**config.mk**
```make
export PLATFORM = sky130hd
export DESIGN_NAME = srank_front
export DESIGN_NICKNAME = d
export VERILOG_FILES = /design/src/rtl/srank_pkg.sv /design/src/rtl/srank_front.sv
export SDC_FILE = /design/constraint.sdc
export NUM_CORES = 1
export LEC_CHECK = 0
export ABC_AREA = 1
export ABC_CLOCK_PERIOD_IN_PS = 1900
export BUFFER_PORTS_ARGS = -buffer_cell sky130_fd_sc_hd__buf_4
export CAP_MARGIN = 30
export CELL_PAD_IN_SITES_DETAIL_PLACEMENT = 0
export CELL_PAD_IN_SITES_GLOBAL_PLACEMENT = 1
export CORE_MARGIN = 3
export CORE_UTILIZATION = 20
export DETAILED_ROUTE_END_ITERATION = 8
export PLACE_DENSITY_LB_ADDON = 0.3
export SYNTH_ARGS = -nofsm -noshare
export SYNTH_HDL_FRONTEND = slang
export SYNTH_SLANG_ARGS = --single-unit
export TNS_END_PERCENT = 30
```
**constraint.sdc**
```tcl
create_clock -name vclk -period 1.9
set_clock_uncertainty 0.2 [all_clocks]
set_input_delay 0.38 -clock vclk [all_inputs]
set_output_delay 0.38 -clock vclk [all_outputs]
set_load 0.1 [all_outputs]
```
**src/rtl/srank_pkg.sv**
```systemverilog
// Shared types, codes and helpers for the spatial rank accumulator.
// No dependencies; the top level, front, divider and back end import this package.
`default_nettype none
package srank_pkg;

    // input function codes
    localparam logic [2:0] FUNC_LOAD_REF   = 3'd0;
    localparam logic [2:0] FUNC_SAMPLE     = 3'd1;
    localparam logic [2:0] FUNC_READ       = 3'd2;
    localparam logic [2:0] FUNC_LOAD_PRIOR = 3'd3;
    localparam logic [2:0] FUNC_CLEAR      = 3'd4;

    // configuration register indexes
    localparam logic [1:0] CFG_VECTOR_LENGTH = 2'd0;
    localparam logic [1:0] CFG_TOTAL_COUNT   = 2'd1;
    localparam logic [1:0] CFG_PRIOR_COUNT   = 2'd2;

    localparam int VALUE_W = 24;
    localparam int DIFF_W  = 25;
    localparam int RANK_W  = 32;
    localparam int SSUM_W  = 56;
    localparam int NUM_W   = 59;
    localparam int DEN_W   = 48;
    localparam int QUO_W   = 33;

    // classified command, front to back
    typedef enum logic [2:0] {
        OP_REF,
        OP_SAMP,
        OP_READ,
        OP_READ_ZERO,
        OP_PRIOR,
        OP_CLEAR
    } t_op;

    typedef struct packed {
        t_op                        op;
        logic [5:0]                 idx;
        logic                       last;
        logic signed [VALUE_W-1:0]  value;
    } t_cmd;

    typedef enum logic [3:0] {
        S_IDLE,
        S_SAMP_D,
        S_SAMP_SQ,
        S_SAMP_ACC,
        S_SQRT,
        S_DEN,
        S_FIN_RD,
        S_FIN_NUM,
        S_PRI_MUL,
        S_DIV_GO,
        S_DIV_WAIT,
        S_READ,
        S_CLR
    } t_bstate;

    // a + (neg ? -q : q), saturated to signed 32 bits; ovf means q >= 2^33
    function automatic logic signed [RANK_W-1:0] sat_add(
        input logic signed [RANK_W-1:0] a,
        input logic                     neg,
        input logic [QUO_W-1:0]         q,
        input logic                     ovf
    );
        logic signed [34:0] qs;
        logic signed [34:0] s;
        qs = $signed({2'b00, q});
        if (neg) begin
            qs = -qs;
        end
        s = $signed({{3{a[RANK_W-1]}}, a}) + qs;
        if (ovf) begin
            sat_add = neg ? 32'sh8000_0000 : 32'sh7FFF_FFFF;
        end else if (s > 35'sd2147483647) begin
            sat_add = 32'sh7FFF_FFFF;
        end else if (s < -35'sd2147483648) begin
            sat_add = 32'sh8000_0000;
        end else begin
            sat_add = s[RANK_W-1:0];
        end
    endfunction

endpackage
`default_nettype wire

```
**src/rtl/srank_front.sv**
```systemverilog
// Front end: accepts input beats, drops ignored ones, classifies the rest.
// Depends on srank_pkg.
`default_nettype none
module srank_front #(
    parameter int MAX_DIM = 64
) (
    input  wire logic                             push,
    input  wire logic [2:0]                       i_func,
    input  wire logic [5:0]                       i_index,
    input  wire logic signed [srank_pkg::VALUE_W-1:0] i_value,
    input  wire logic [6:0]                       i_len,
    input  wire logic                             i_init,
    input  wire logic                             i_q_full,
    output logic                                  full,
    output logic                                  o_q_push,
    output srank_pkg::t_cmd                       o_q_cmd
);
    import srank_pkg::*;

    logic in_range, keep;

    assign full     = i_q_full || i_init;
    assign in_range = ({1'b0, i_index} < i_len);

    // classify and decide whether the beat reaches the back end
    always_comb begin
        o_q_cmd.idx   = i_index;
        o_q_cmd.value = i_value;
        o_q_cmd.last  = ({1'b0, i_index} == (i_len - 7'd1));
        o_q_cmd.op    = OP_CLEAR;
        keep          = 1'b0;
        unique case (i_func)
            FUNC_LOAD_REF: begin
                o_q_cmd.op = OP_REF;
                keep       = in_range;
            end
            FUNC_SAMPLE: begin
                o_q_cmd.op = OP_SAMP;
                keep       = in_range;
            end
            FUNC_READ: begin
                o_q_cmd.op = (32'(i_index) >= MAX_DIM) ? OP_READ_ZERO : OP_READ;
                keep       = 1'b1;
            end
            FUNC_LOAD_PRIOR: begin
                o_q_cmd.op = OP_PRIOR;
                keep       = in_range;
            end
            FUNC_CLEAR: begin
                o_q_cmd.op = OP_CLEAR;
                keep       = 1'b1;
            end
            default: begin
                keep = 1'b0;
            end
        endcase
    end

    assign o_q_push = push && !full && keep;
endmodule
`default_nettype wire

```
### Yosys cells after proc, flatten, opt, wreduce, memory -nomap -nowiden

Index checks and enable logic that the tools add are counted.

* $lt $le $gt $ge: 1
* add/sub/neg operators: 1
* muxes and demuxes: 2
* reductions and logical operators: 7
* equal/unequal tests: 5

Operators by type and width (number)
* case mux 3 bit (4 select lines): 1
* equality test 6 x 7 -> 1 bit: 1
* less-than comparator 6 x 7 -> 1 bit: 1
* subtractor 7 x 1 -> 7 bit, second input constant: 1
* equality test 3 x 2 -> 1 bit, second input constant: 2
* equality test 3 x 1 -> 1 bit, second input constant: 1
* equality test 3 bit, second input constant: 1
* zero test 3 bit: 1
* OR reduction 3 bit: 1
* logical AND 1 bit: 2
* case mux 1 bit (2 select lines): 1
* OR reduction 2 bit: 1
* zero test 1 bit: 1
* logical OR 1 bit: 1

* input port bits: 43
* register bits: 0
* word-level logic and storage cells: 16

### Longest topological paths before layout

* word-level depth: 4
* gate-level depth with buffers: 10
* mapped depth without buffers: 10

### Worst setup path before layout

No wires, ideal clock.

* kind: in2out
* start: in i_func[0]
* end: out o_q_cmd[32] (netlist name)
* path slack: -1.158 ns
* stages on the path: 1
* arrival: 2.478 ns
* cells stage by stage: nor3_1

* cells in the longest elaborated chain, start to end: 2

RTL lines
* start, declared: RTL line srank_front.sv:8 `input wire logic [2:0] i_func,`
* equality test 3 x 2 -> 1 bit, or another cell as far along: RTL line srank_front.sv:32 `unique case (i_func)`
* case mux 3 bit (4 select lines) (*): RTL line srank_front.sv:32
* end, declared: RTL line srank_front.sv:16 `output srank_pkg::t_cmd o_q_cmd`

Mark *: on every way between the ends. The rest lies on a longest branch, timed or not.

==> flow_summary.toml <==
[worst_hold_path]
hold_depth = 0
min_from = "i_value[10]"
holdCritPathClass = "in -> out"

[placement]
gp_congestion = 0.8204
port_buffers = 31
hpwl_um = 1439
preCtsSetupSlack_ns = -0.3740

[detailed_routing]
vias = 702
final_antenna_net_count = 0
wl_per_cell_um = 9.460
viasPerCell = 3.989
dr.first_iter.drc_count = 12
drcViolationCount = 0
first_pass_iters = 4
routed_wl_um = 1665

[worst_setup_path]
required_ns = 1.32
worstSetupStartpointType = "primary input"
endpoint_kind = "output pin"
startpoint = "i_len[0]"
path_max_fanout = 2
endpoint = "o_q_cmd[24]"
worstSetupPathType = "in -> out"
crit_arrival_ns = 1.47

[synthesis]
synth_area_per_cell_sq_um = 5.690
syn_area_sq_um = 654.4
yosysWarningCount = 0
ys_seq_area_share_pct = 0
yosysUniqueCellTypes = 16
syn-num-nets = 165
netlist_instances = 115

[floorplan]
dieArea_sq_mm = 0.003994
start_util_pct = 21.26
die_y_um = 63.20
die_x_um = 63.20
core_sq_mm = 0.003078
ios = 79
rows = 20

[final_layout]
multi_input_area_sq_um = 508.0
n_fill_cell = 345
layout_common_cells = "buf_4, nand2_1, inv_1, ha_4"
drive_gt1_share_pct = 59.09
antenna-diode-count = 0
seq_cell_count = 0
final_util_pct = 34.43
fin_nets = 184
num-clock-buffers = 0
area_growth_pct = 61.95
ff_latch_area_sq_um = 0
final_common_cell = "buf_4"

[sta]
hold_violations = 0
fmax_mhz = 488.8
setup_ws_ns = -0.1457
tns_ns = -0.2384
slew_headroom_pct = 81.59
rsz0062_at_grt = "true"
holdWs_ns = 0.5600
post-route-period-util_pct = 107.7
setup_viol = 2
period_needed_ns = 2.046
worst-slew-pin-transition_ns = 0.2761
slew_viol_final = 0

[power_and_ir_drop]
p_leak_nw = 0.5211
power_w = 0.0003051
p_per_area_mw_per_mm2 = 287.9
ir_worst_vdd_mv = 0.1128

[run_status]
violations = "setup timing"
status = "finished with violations"

[grt]
grt_overflow = 0
grt_pass1_wl_um = 2760
antenna_found_initial = 0
grt_use_total_pct = 7.892
grt_max_degree = 6
grt_pass1_vias = 658

[cts]
postCtsHoldBufs = 0

[run]
max-cap-violations = 0
[per-layer routing]
layer / track usage (%) / up-vias / routed length [um]
met2: 15.28 / 37 / 804
met3: 2.496 / 4 / 195
met4: 0.8086 / 0 / 8
met5: 0 / - / 0
li1: - / 364 / -
met1: 8.547 / 297 / 657
[worst min path at each step]
| stage | endpoint | slack (ns) |
|---|---|---|
| floorplan | o_q_cmd[32] | 0.74 |
| global placement | o_q_cmd[22] | 0.56 |
| detailed placement | o_q_cmd[22] | 0.56 |
| CTS | o_q_cmd[22] | 0.56 |
| global route | o_q_cmd[7] | 0.56 |
| finish | o_q_cmd[10] | 0.56 |
[through the flow]
stage,cells,area [sq um]
after CTS,175,1041
after global routing,176,1060
after global placement,173,850.8
final,176,1060
after detailed placement,173,850.8
after floorplan,115,678.2
[critical path, stage by stage]
cell and delay [ns]:
buf_8 0.11, inv_6 0.05, ha_4 0.19, a21oi_1 0.11, o21ai_1 0.09, nor2_2 0.12, nand3_2 0.10, nor2_4 0.14
buf_12 0.18
[cell usage after synthesis, drive strengths merged]
cell    number  area (sq um)
buf         30         225.2
nand2       26         100.1
inv         19         71.32
nor2        10         45.05
ha           7         87.58
nand3        7         35.03
a21oi        5         25.02
o21ai        5         25.02
nand3b       2         15.01
nand4        2         12.51
nor3         1         5.000
o21a         1         7.510
[layout make-up]
class | instances | area share [%]
timing repair buffer | 47 | 38.96
multi-input combinational | 66 | 47.93
tap | 44 | 5.195
inverter | 19 | 7.910
[kinds of logic after synthesis]
group | synth area share [%]
and+or+nand+nor | 32.50
buffers and inverters | 45.32
adders and majority gates | 13.38
AOI/OAI and AO/OA | 8.795
[repair_timing]
action,CTS,global route
resized for setup,38,5
pin swaps,15,9
gates cloned,0,0
endpoints found under the hold margin,0,0
setup buffers,2,1
setup endpoints to repair,2,2
[power by group]
| group | leakage (nW) | switching [W] | total, W | internal (W) |
|---|---|---|---|---|
| logic | 0.521 | 0.000185 | 0.000305 | 0.000120 |
| clock network | 0 | 0 | 0 | 0 |
| registers | 0 | 0 | 0 | 0 |
| total | 0.521 | 0.000185 | 0.000305 | 0.000120 |
(Power assumes the default switching activity.)
