## src/rtl/srank_fifo.sv

```systemverilog
// Small register queue used between front and back and for results.
// No package dependencies.
`default_nettype none
module srank_fifo #(
    parameter int W     = 8,
    parameter int DEPTH = 4
) (
    input  wire logic         i_clk,
    input  wire logic         i_rst_n,
    input  wire logic         i_push,
    input  wire logic [W-1:0] i_data,
    input  wire logic         i_pop,
    output logic [W-1:0]      o_data,
    output logic              o_full,
    output logic              o_empty
);
    localparam int PW = (DEPTH > 1) ? $clog2(DEPTH) : 1;
    localparam int CW = $clog2(DEPTH + 1);

    logic [W-1:0]  r_mem [DEPTH];
    logic [PW-1:0] r_wr, r_rd;
    logic [CW-1:0] r_cnt;
    logic          do_push, do_pop;

    assign o_full  = (r_cnt == CW'(DEPTH));
    assign o_empty = (r_cnt == '0);
    assign o_data  = r_mem[r_rd];
    assign do_push = i_push && !o_full;
    assign do_pop  = i_pop && !o_empty;

    // pointers and fill count
    always_ff @(posedge i_clk) begin
        if (!i_rst_n) begin
            r_wr  <= '0;
            r_rd  <= '0;
            r_cnt <= '0;
        end else begin
            if (do_push) begin
                r_wr <= (r_wr == PW'(DEPTH - 1)) ? '0 : r_wr + 1'b1;
            end
            if (do_pop) begin
                r_rd <= (r_rd == PW'(DEPTH - 1)) ? '0 : r_rd + 1'b1;
            end
            if (do_push && !do_pop) begin
                r_cnt <= r_cnt + 1'b1;
            end else if (do_pop && !do_push) begin
                r_cnt <= r_cnt - 1'b1;
            end
        end
    end

    always_ff @(posedge i_clk) begin
        if (do_push) begin
            r_mem[r_wr] <= i_data;
        end
    end
endmodule
`default_nettype wire

```

## config.mk

```make
export PLATFORM = sky130hd
export DESIGN_NAME = srank_fifo
export DESIGN_NICKNAME = d
export VERILOG_FILES = /design/src/rtl/srank_fifo.sv
export SDC_FILE = /design/constraint.sdc
export NUM_CORES = 1
export LEC_CHECK = 0
export BUFFER_PORTS_ARGS = -buffer_cell sky130_fd_sc_hd__buf_2
export CORE_ASPECT_RATIO = 1.4
export CORE_MARGIN = 3
export CORE_UTILIZATION = 47
export CTS_CLUSTER_SIZE = 24
export DETAILED_ROUTE_END_ITERATION = 7
export PLACE_DENSITY = 0.74
export SETUP_SLACK_MARGIN = 0.4
export SLEW_MARGIN = 10
export SYNTH_ARGS = -nofsm -noshare
export SYNTH_HDL_FRONTEND = slang
export SYNTH_SLANG_ARGS = --single-unit
export TNS_END_PERCENT = 100
```

## constraint.sdc

```tcl
create_clock -name i_clk -period 2.1 [get_ports i_clk]
set_clock_uncertainty 0.1 [all_clocks]
set_input_delay 0.42 -clock i_clk [delete_from_list [all_inputs] [get_ports i_clk]]
set_output_delay 0.42 -clock i_clk [all_outputs]
set_load 0.03 [all_outputs]
```

* Word level (Yosys, flattened, before mapping)
Memory sizes are Yosys's and may differ from the RTL's. A register that Yosys moved wholly into a read port is not among the register bits.
Index checks and enable logic that the tools add are counted.
** Storage, ports and cells
- Register bits :: 7
- Output and inout bits :: 10
- Memories :: 1
- Bits in writable memories :: 32
** Memory list
- r_mem :: words 4, bits a word 8, read ports 1, clocked after Yosys merged registers in 1, wr ports 1, line 20 : logic [W-1:0] r_mem [DEPTH];
** Operators by class
- $add $sub $neg :: 4
- Equal/unequal tests :: 3
- Reductions and logical operators :: 10
- Mux-type cells :: 8
** Operators with widths (count)
- 2-to-1 mux 2 bit :: 4
- 2-to-1 mux 3 bit :: 2
- adder 2 x 1 -> 2 bit (second input constant) :: 2
- equality test 2 bit (second input constant) :: 2
- logical AND 1 bit :: 4
- logical NOT 1 bit :: 4
- adder 3 x 1 -> 3 bit (second input constant) :: 1
- equality test 3 bit (second input constant) :: 1
- logical NOT 3 bit :: 1
- subtractor 3 x 1 -> 3 bit (second input constant) :: 1
- 2-to-1 mux 1 bit :: 2
- nonzero test 2 bit :: 1

* Depth between registers and ports, before layout
Gate-level depths: netlist of run 1.
- Depth after elaboration :: 7
- Mapped depth :: 9
- Depth with buffers taken out :: 8

* Worst setup path before layout of run 1
Ideal clock, no wire load.
- Kind :: register to register
- Start :: register r_cnt[1]
- End :: register r_cnt[2]
- Arrival :: 2.025 ns
- Required time :: 1.924 ns
- Setup slack :: -0.101 ns
- Period minus slack after synthesis :: 2.201 ns
- Cell stages (with the launch flop) :: 10
- Path through :: dfxtp_1 -> nor3b_2 -> nor2b_1 -> buf_2 -> ha_1 -> inv_1 -> fa_1 -> xor2_1 -> or3_1 -> a21boi_0
** Between the ends
- Longest elaborated chain between the ends :: 6
** Ends and longest elaborated chain
- start, declared :: line 22 : logic [CW-1:0] r_cnt;
- start signal, assigned :: line 45 : r_cnt <= r_cnt + 1'b1;
- start signal, assigned :: line 47 : r_cnt <= r_cnt - 1'b1;
- equality test 3 bit * :: line 25 : assign o_full = (r_cnt == CW'(DEPTH));
- via o_full :: line 14 : output logic o_full,
- logical NOT 1 bit * :: line 28 : assign do_push = i_push && !o_full;
- logical AND 1 bit * :: line 28
- via do_push :: line 23 : logic do_push, do_pop;
- logical NOT 1 bit :: line 46 : end else if (do_pop && !do_push) begin
- logical AND 1 bit :: line 46
- nonzero test 2 bit (no source line)
Mark *: on every way through the listed nets, which the timed path passes. The rest lies on a longest branch. The select of a mux whose other input is x is not followed.
A chain may end at the register's enable or synchronous reset.

==> flow_metrics.env, run 1 <==
export IMPL_regToRegStartpoint="r_cnt[2]"
export IMPL_postLayoutCoreUtil=0.642
export IMPL_max_slew_margin=0.737
export IMPL_drc=0
export IMPL_synthTopCellsByArea="edfxtp_1 (59%), dfxtp_1 (11%), mux4_2 (11%), ha_1 (4.6%), and2_1 (1.9%)"
export IMPL_cp_slowest_cell="mux4_2"
export IMPL_post_place_cells=152
export IMPL_clockBufferDepth=2
export IMPL_vias=885
export IMPL_pre_cts_ws_ns=-0.00225
export IMPL_power_density_nw_per_um2=1300
export IMPL_max_stage_delay_ns=0.51
export IMPL_synth_flop_cell="edfxtp_1"
export IMPL_grt_pass1_vias=978
export IMPL_ys_ff_latch=41
export IMPL_cts_buffers=5
export IMPL_grt_max_degree=13
export IMPL_synth_cells=93
export IMPL_via_per_inst=5.36
export IMPL_critical_path_startpoint_type="flip-flop"
export IMPL_overflow=0
export IMPL_drtPass1Iterations=4
export IMPL_drv_cap=0
export IMPL_ir_worst_vdd_mv=0.870
export IMPL_path_clk_slew_ns=0.07
export IMPL_holdBufCountCts=0
export IMPL_async_flop_share=0
export IMPL_wl_per_cell_um=16.5
export IMPL_rsz0062_at_grt="true"
export IMPL_synth_common_cells="edfxtp_1 (32), dfxtp_1 (9), mux4_2 (8), ha_1 (6), nand2_1 (6)"
export IMPL_yosys_warnings=0
export IMPL_grt_pass1_wl_um=4540
export IMPL_multi_input_area_sq_um=503
export IMPL_h_tree_depth=2
export IMPL_synth_edff_count=32
export IMPL_syn_nets=112
export IMPL_place_congestion=0.731
export IMPL_antenna_left=0
export IMPL_min_delay_start="i_data[3]"
export IMPL_dpl_instance_area_sq_um=1830
export IMPL_fin_crit_ns=1.96
export IMPL_io_pins=22
export IMPL_antenna_cells=0
export IMPL_endpoint_kind="primary output"
export IMPL_root_buffer="clkbuf_8"
export IMPL_setup_viol=0
export IMPL_cts_tree="yes"
export IMPL_yosysTopAreaCell="edfxtp_1"
export IMPL_status="completed"
export IMPL_yosysMostFrequentCell="edfxtp_1"
export IMPL_whs_ns=0.233
export IMPL_leakage_nw=0.757
export IMPL_hpwl_um=1900
export IMPL_hold_violations=0
export IMPL_crit_required_ns=1.58
export IMPL_register_area_sq_um=1150
export IMPL_slew_violations=0
export IMPL_wl_um=2730
export IMPL_worst_pin_slew_ns=0.394
export IMPL_io_buffers=21
export IMPL_start_util=0.507
export IMPL_drive_above_1_share=0.460
export IMPL_arrival_ns=1.44
export IMPL_path_cells="buf_12 -> mux4_2 -> buf_6"
export IMPL_rows=24
export IMPL_first_iter_violations=15
export IMPL_stdcell_area_sq_um=2060
export IMPL_netlist_area_leader_share=0.589
export IMPL_hp_class="primary input to flip-flop"
export IMPL_antenna_found_initial=0
export IMPL_clkLatencyLatePin_ns=0.29
export IMPL_core_area_sq_um=3210
export IMPL_p_total_mw=2.67
export IMPL_final_cells=165
export IMPL_fmax_mhz=511
export IMPL_synth_cell_types=23
export IMPL_die_area_sq_um=4220
export IMPL_ys_seq_area_frac=0.700
export IMPL_fin_setup_tns_ns=0
export IMPL_path_class="flip-flop to primary output"
export IMPL_fin_crit_sh=0.932
export IMPL_syn_cell_area_sq_um=1630
export IMPL_fin_ws_ns=0.143
export IMPL_nFillCells=231
export IMPL_syn2layout_area_growth_pct=26.6
export IMPL_crit_fanout=8
export IMPL_dieHeight_um=75.7
export IMPL_nets=144
export IMPL_synth_area_per_cell_sq_um=17.5
export IMPL_grt_usage=0.150
export IMPL_die_width_um=55.8
export IMPL_cts_sinks=41
[what timing repair did]
item,4_1_cts,5_1_grt
resized for setup,26,2
setup buffers,4,1
setup endpoints to repair,42,11
pin swaps,5,3
[layer usage]
layer  up-vias  part of all wire  global-route usage
met1       440              0.35               0.144
met3         4             0.060              0.0508
li1        415                 -                   -
met2        26              0.58               0.292
met5         -                 0                   0
met4         0             0.011              0.0649
[state kept, by name, summed over array words and instances (netlist names), named ones only]
signal	count
r_cnt	3
r_wr	2
r_mem	32
r_rd	2
[cell type report]
cell class              count  share of cell area
clock buffers               7              0.0418
repair buffers             29               0.112
clock inverters             1              0.0146
well taps                  39              0.0237
flip-flops and latches     41               0.559
inverters                   3             0.00546
multi-input cells          45               0.244
[cell usage in the layout, fill, tap and decap left out, types with 2 or more instances in the layout]
| master | count |
|---|---|
| mux2i_1 | 3 |
| o21ai_0 | 3 |
| ha_1 | 5 |
| clkbuf_8 | 6 |
| buf_4 | 8 |
| edfxtp_1 | 32 |
| and2_2 | 4 |
| mux4_2 | 8 |
| dfxtp_1 | 5 |
| buf_6 | 8 |
| dfxtp_4 | 3 |
| inv_1 | 2 |
| buf_2 | 12 |
| nor2_1 | 2 |
| nand3_1 | 2 |
| nand2_1 | 6 |
[kinds of logic after synthesis]
logic type,Yosys count,share of synthesized area
XOR/XNOR,2,0.0107
AO/OA/AOI/OAI,5,0.0184
adder cells (fa/ha/maj),7,0.0583
flip-flops,41,0.700
buffers and inverters,7,0.0176
multiplexers,11,0.129
AND/OR/NAND/NOR,20,0.0660
[report_power, final]
group          internal [mW]  leakage, nW  total [mW]  switching, mW
logic                  0.475        0.329       0.930          0.456
clock network          0.387       0.0585       0.641          0.253
registers               1.01        0.370        1.10         0.0914
[path summary, 6_finish.rpt]
| path | depth (start not counted) | slack [ns] | end |
|---|---|---|---|
| min | 1 | 0.23 | r_mem[2][3] |
| min reg2reg | 2 | 0.41 | r_wr[1] |
| max | 3 | 0.14 | o_data[3] |
| max reg2reg | 7 | 0.15 | r_cnt[2] |
[worst max-delay path, delay by kind of cell, from the launching register on]
family   cells  cell delay [ns]
buf+inv      2             0.30
flops        1             0.34
mux          1             0.51
No activity file was read; power rests on OpenSTA's default activity.
==> run 2: changes to the inputs <==
Settings changed: CELL_PAD_IN_SITES_DETAIL_PLACEMENT from default to 1, CELL_PAD_IN_SITES_GLOBAL_PLACEMENT from default to 1, CORE_UTILIZATION 47 to 42, PLACE_DENSITY 0.74 to 0.77.
==> flow_metrics.env, run 2 (synthesized netlist as in run 1, its figures left out) <==
export IMPL_status="completed"
export IMPL_drv_cap=0
export IMPL_final_cells=166
export IMPL_clkLatencyLatePin_ns=0.29
export IMPL_crit_required_ns=2.22
export IMPL_r2r_cells=8
export IMPL_hp_class="primary input to flip-flop"
export IMPL_whs_ns=0.240
export IMPL_ir_worst_vdd_mv=0.781
export IMPL_clockBufferDepth=2
export IMPL_io_pins=22
export IMPL_antenna_found_initial=0
export IMPL_hpwl_um=2330
export IMPL_cts_tree="yes"
export IMPL_power_density_nw_per_um2=1290
export IMPL_antenna_cells=0
export IMPL_fin_crit_sh=0.951
export IMPL_grt_pass1_wl_um=5010
export IMPL_wl_per_cell_um=18.6
export IMPL_multi_input_area_sq_um=508
export IMPL_crit_path_end="r_cnt[2]"
export IMPL_rows=26
export IMPL_regToRegStartpoint="r_cnt[2]"
export IMPL_path_buf_inv=1
export IMPL_reg_top3="r_mem: 32 flops, r_cnt: 3 flops"
export IMPL_die_area_sq_um=4680
export IMPL_cts_sinks=41
export IMPL_endpoint_kind="flip-flop"
export IMPL_slew_violations=0
export IMPL_critical_path_startpoint_type="flip-flop"
export IMPL_overflow=0
export IMPL_die_width_um=58.7
export IMPL_via_per_inst=5.25
export IMPL_fmax_mhz=501
export IMPL_post_place_cells=156
export IMPL_mostFrequentLayoutCell="edfxtp_1"
export IMPL_nets=142
export IMPL_drtPass1Iterations=4
export IMPL_hold_violations=0
export IMPL_setup_viol=0
export IMPL_largest_reg_flops=32
export IMPL_ff2ff_setup_slack_ns=0.10
export IMPL_arrival_ns=2.12
export IMPL_cp_slowest_cell="dfxtp_4"
export IMPL_h_tree_depth=2
export IMPL_grt_pass1_vias=975
export IMPL_path_class="flip-flop to flip-flop"
export IMPL_cp_num_cells=8
export IMPL_cts_buffers=5
export IMPL_largest_register="r_mem"
export IMPL_grt_usage=0.154
export IMPL_dieHeight_um=79.7
export IMPL_crit_start="r_cnt[2]"
export IMPL_vias=871
export IMPL_drc=0
export IMPL_register_area_sq_um=1150
export IMPL_worst_pin_slew_ns=0.250
export IMPL_crit_fanout=5
export IMPL_io_buffers=21
export IMPL_max_slew_margin=0.833
export IMPL_reg2reg_to="r_cnt[2]"
export IMPL_wl_um=3100
export IMPL_place_congestion=0.632
export IMPL_nFillCells=351
export IMPL_path_clk_slew_ns=0.08
export IMPL_path_cells="nor3b_4 -> nor2b_2 -> ha_4 -> inv_2 -> fa_2 -> xor2_1 -> or3_1 -> a21boi_1"
export IMPL_grt_max_degree=14
export IMPL_max_stage_delay_ns=0.37
export IMPL_root_buffer="clkbuf_8"
export IMPL_fin_crit_ns=2.00
export IMPL_holdBufCountCts=0
export IMPL_syn2layout_area_growth_pct=25.2
export IMPL_antenna_left=0
export IMPL_layout_common_cells="edfxtp_1 (32), buf_2 (13), buf_6 (10)"
export IMPL_start_util=0.443
export IMPL_core_area_sq_um=3680
export IMPL_postLayoutCoreUtil=0.555
export IMPL_rsz0062_at_grt="true"
export IMPL_first_iter_violations=22
export IMPL_fin_setup_tns_ns=0
export IMPL_leakage_nw=0.742
export IMPL_critPathTopFamily="simple AND/OR/NAND/NOR gates"
export IMPL_drive_above_1_share=0.460
run 2: cell count changes in the layout (fill, tap and decap cells not counted), sizes merged:
cell | previous run | this run
buf | 29 | 27
clkbuf | 7 | 5
clkinv | 0 | 1
clkinvlp | 0 | 1
run 2: how the worst min path moves through the flow:
stage | start | endpoint | slack [ns] | cells after the start
floorplan | r_wr[1] | r_wr[1] | 0.37 | 2
global placement | r_wr[1] | r_wr[1] | 0.38 | 2
detailed placement | r_wr[1] | r_wr[1] | 0.40 | 2
CTS | i_data[7] | r_mem[2][7] | 0.23 | 1
global route | i_data[7] | r_mem[1][7] | 0.23 | 1
finish | i_data[7] | r_mem[1][7] | 0.24 | 1
run 2: per-stage QoR:
stage | instance area [sq um] | total power, mW | setup slack, ns
2_1_floorplan | 1670 | 1.67 | 0.0759
3_3_place_gp | 1840 | 1.86 | 0.0751
3_5_place_dp | 1840 | 1.91 | -0.0150
4_1_cts | 2040 | 2.66 | 0.0722
5_1_grt | 2040 | 2.77 | 0.0000564
6_report | 2040 | 2.64 | 0.102
run 2: power by group:
| part | switching, mW | leakage [nW] | internal (mW) |
|---|---|---|---|
| Sequential | 0.0999 | 0.370 | 1.01 |
| Combinational | 0.451 | 0.321 | 0.451 |
| Clock | 0.274 | 0.0518 | 0.350 |
| Total | 0.825 | 0.742 | 1.81 |
run 2: cell type report:
| type | instances | area share |
|---|---|---|
| Timing Repair Buffer | 27 | 0.102 |
| Clock inverter | 3 | 0.0202 |
| Inverter | 3 | 0.00551 |
| Tap cell | 42 | 0.0257 |
| Multi-Input combinational cell | 45 | 0.249 |
| Sequential cell | 41 | 0.564 |
| Clock buffer | 5 | 0.0337 |
run 2: layer usage:
metal  global-route usage  vias up  part of all wire
li1                     -      406                 -
met1                0.151      439              0.37
met2                0.287       21              0.57
met3               0.0518        5             0.041
met4               0.0612        0             0.019
met5                    0        -                 0
run 2: worst register-to-register path, cell delays in order (launching register included):
cell	delay (ns)
dfxtp_4	0.37
nor3b_4	0.15
nor2b_2	0.19
ha_4	0.16
inv_2	0.04
fa_2	0.33
xor2_1	0.17
or3_1	0.30
a21boi_1	0.12
run 2: timing repair:
action | in CTS | in global routing
hold endpoints to repair | 0 | 0
resized for setup | 26 | 4
setup endpoints to repair | 42 | 42
setup buffers | 2 | 0
pin swaps | 5 | 1
==> run 3: changes to the inputs <==
Settings changed: CORE_UTILIZATION 42 to 47, GPL_TIMING_DRIVEN from default to 0, PLACE_DENSITY 0.77 to 0.81.
Clock period 2.1 ns to 2.05 ns, I/O delays scaled along.
==> flow_metrics.env, run 3 (synthesized netlist as in run 1, its figures left out) <==
export IMPL_grt_usage=0.177
export IMPL_largest_reg_flops=32
export IMPL_cp_slowest_cell="fa_2"
export IMPL_hpwl_um=2240
export IMPL_slew_violations=0
export IMPL_reg_top3="r_mem: 32 flops, r_cnt: 3 flops"
export IMPL_endpoint_kind="flip-flop"
export IMPL_clockBufferDepth=2
export IMPL_drc=0
export IMPL_place_congestion=0.711
export IMPL_drive_above_1_share=0.444
export IMPL_max_slew_margin=0.740
export IMPL_fin_ws_ns=-0.0371
export IMPL_ff2ff_setup_slack_ns=-0.04
export IMPL_core_area_sq_um=3210
export IMPL_reg2reg_to="r_cnt[2]"
export IMPL_path_class="flip-flop to flip-flop"
export IMPL_leakage_nw=0.753
export IMPL_syn2layout_area_growth_pct=25.8
export IMPL_status="finished with violations"
export IMPL_wl_per_cell_um=19.5
export IMPL_path_buf_inv=2
export IMPL_wl_um=3220
export IMPL_violations="negative setup slack"
export IMPL_largest_register="r_mem"
export IMPL_holdPathEnd="r_mem[1][7]"
export IMPL_overflow=0
export IMPL_final_cells=165
export IMPL_arrival_ns=2.19
export IMPL_drv_cap=0
export IMPL_rows=24
export IMPL_layout_common_cells="edfxtp_1 (32), buf_2 (13), mux4_2 (8), buf_6 (8)"
export IMPL_ir_worst_vdd_mv=0.965
export IMPL_hp_class="primary input to flip-flop"
export IMPL_fin_crit_sh=1.02
export IMPL_crit_required_ns=2.16
export IMPL_cts_tree="yes"
export IMPL_first_iter_violations=18
export IMPL_grt_pass1_wl_um=5320
export IMPL_root_buffer="clkbuf_8"
export IMPL_die_width_um=55.8
export IMPL_io_pins=22
export IMPL_via_per_inst=5.36
export IMPL_setup_viol=1
export IMPL_vias=884
export IMPL_hold_violations=0
export IMPL_critPathTopFamily="simple AND/OR/NAND/NOR gates"
export IMPL_cts_buffers=5
export IMPL_antenna_cells=0
export IMPL_fmax_mhz=479
export IMPL_r2r_cells=9
export IMPL_rsz0062_at_grt="true"
export IMPL_min_delay_start="i_data[7]"
export IMPL_drtPass1Iterations=4
export IMPL_antenna_left=0
export IMPL_max_stage_delay_ns=0.37
export IMPL_pre_cts_ws_ns=-0.0503
export IMPL_nets=144
export IMPL_crit_fanout=5
export IMPL_start_util=0.507
export IMPL_dieHeight_um=75.7
export IMPL_grt_max_degree=14
export IMPL_clkLatencyLatePin_ns=0.28
export IMPL_io_buffers=21
export IMPL_critical_path_startpoint_type="flip-flop"
export IMPL_grt_pass1_vias=1047
export IMPL_post_place_cells=153
export IMPL_power_density_nw_per_um2=1330
export IMPL_fin_crit_ns=2.09
export IMPL_regToRegStartpoint="r_cnt[2]"
export IMPL_die_area_sq_um=4220
export IMPL_mostFrequentLayoutCell="edfxtp_1"
export IMPL_worst_pin_slew_ns=0.390
export IMPL_path_clk_slew_ns=0.07
export IMPL_path_cells="nor3b_4 -> nor2b_1 -> buf_4 -> ha_4 -> inv_2 -> fa_2 -> xor2_1 -> or3_1 -> a21boi_1"
export IMPL_hold_depth=1
export IMPL_cts_sinks=41
export IMPL_h_tree_depth=2
export IMPL_antenna_found_initial=0
run 3: area by class of cell:
class,count,area [sq um]
fill,284,1160
timing repair buffer,25,188
sequential,41,1150
multi-input combinational,45,505
tap,39,48.8
buffer,4,36.3
inverter,3,11.3
clock inverter,2,35.0
clock buffer,6,72.6
run 3: power by group:
group	internal [mW]	switching, mW	total (mW)
clock	0.361	0.252	0.613
sequential	1.04	0.0852	1.12
combinational	0.484	0.504	0.988
total	1.88	0.842	2.72
run 3: worst max-delay path by stage:
stage	start	endpoint	slack [ns]	cells after the start
CTS	r_cnt[2]	r_cnt[2]	0.007	9
detailed placement	r_cnt[1]	r_cnt[2]	-0.05	7
finish	r_cnt[2]	r_cnt[2]	-0.04	9
floorplan	r_cnt[2]	r_cnt[2]	0.03	9
global placement	r_cnt[1]	r_cnt[2]	-0.02	7
global route	r_cnt[2]	r_cnt[2]	-0.13	9
run 3: what timing repair did:
item / in CTS / in global routing
endpoints found under the setup margin: 34 / 43
pin swaps: 1 / 0
buffers inserted: 4 / 0
gates resized for setup: 23 / 10
hold buffers: 0 / 0
run 3: metal layers:
layer  wire length [um]  track usage  share of wire  up-vias
met2               1900        0.350           0.59       25
li1                   -            -              -      409
met1               1130        0.168           0.35      444
met3                128       0.0458          0.040        6
met5                  0            0              0        -
met4                 60       0.0892          0.019        0
run 3: stage by stage:
step | total power [mW] | util | hold WS [ns] | setup TNS [ns] | instance area, sq um
global placement | 1.88 | 0.570 | 0.382 | -0.0213 | 1830
detailed placement | 1.93 | 0.570 | 0.415 | -0.0503 | 1830
floorplan | 1.72 | - | 0.368 | 0 | 1680
global route | 2.87 | 0.638 | 0.233 | -0.129 | 2050
CTS | 2.69 | 0.632 | 0.230 | 0 | 2030
finish | 2.72 | 0.638 | 0.239 | -0.0371 | 2050
run 3: worst register-to-register path: stages, from the launching register on:
cell and delay, ns:
dfxtp_4 0.36, nor3b_4 0.15, nor2b_1 0.12, buf_4 0.14, ha_4 0.13, inv_2 0.04
fa_2 0.37, xor2_1 0.16, or3_1 0.32, a21boi_1 0.13
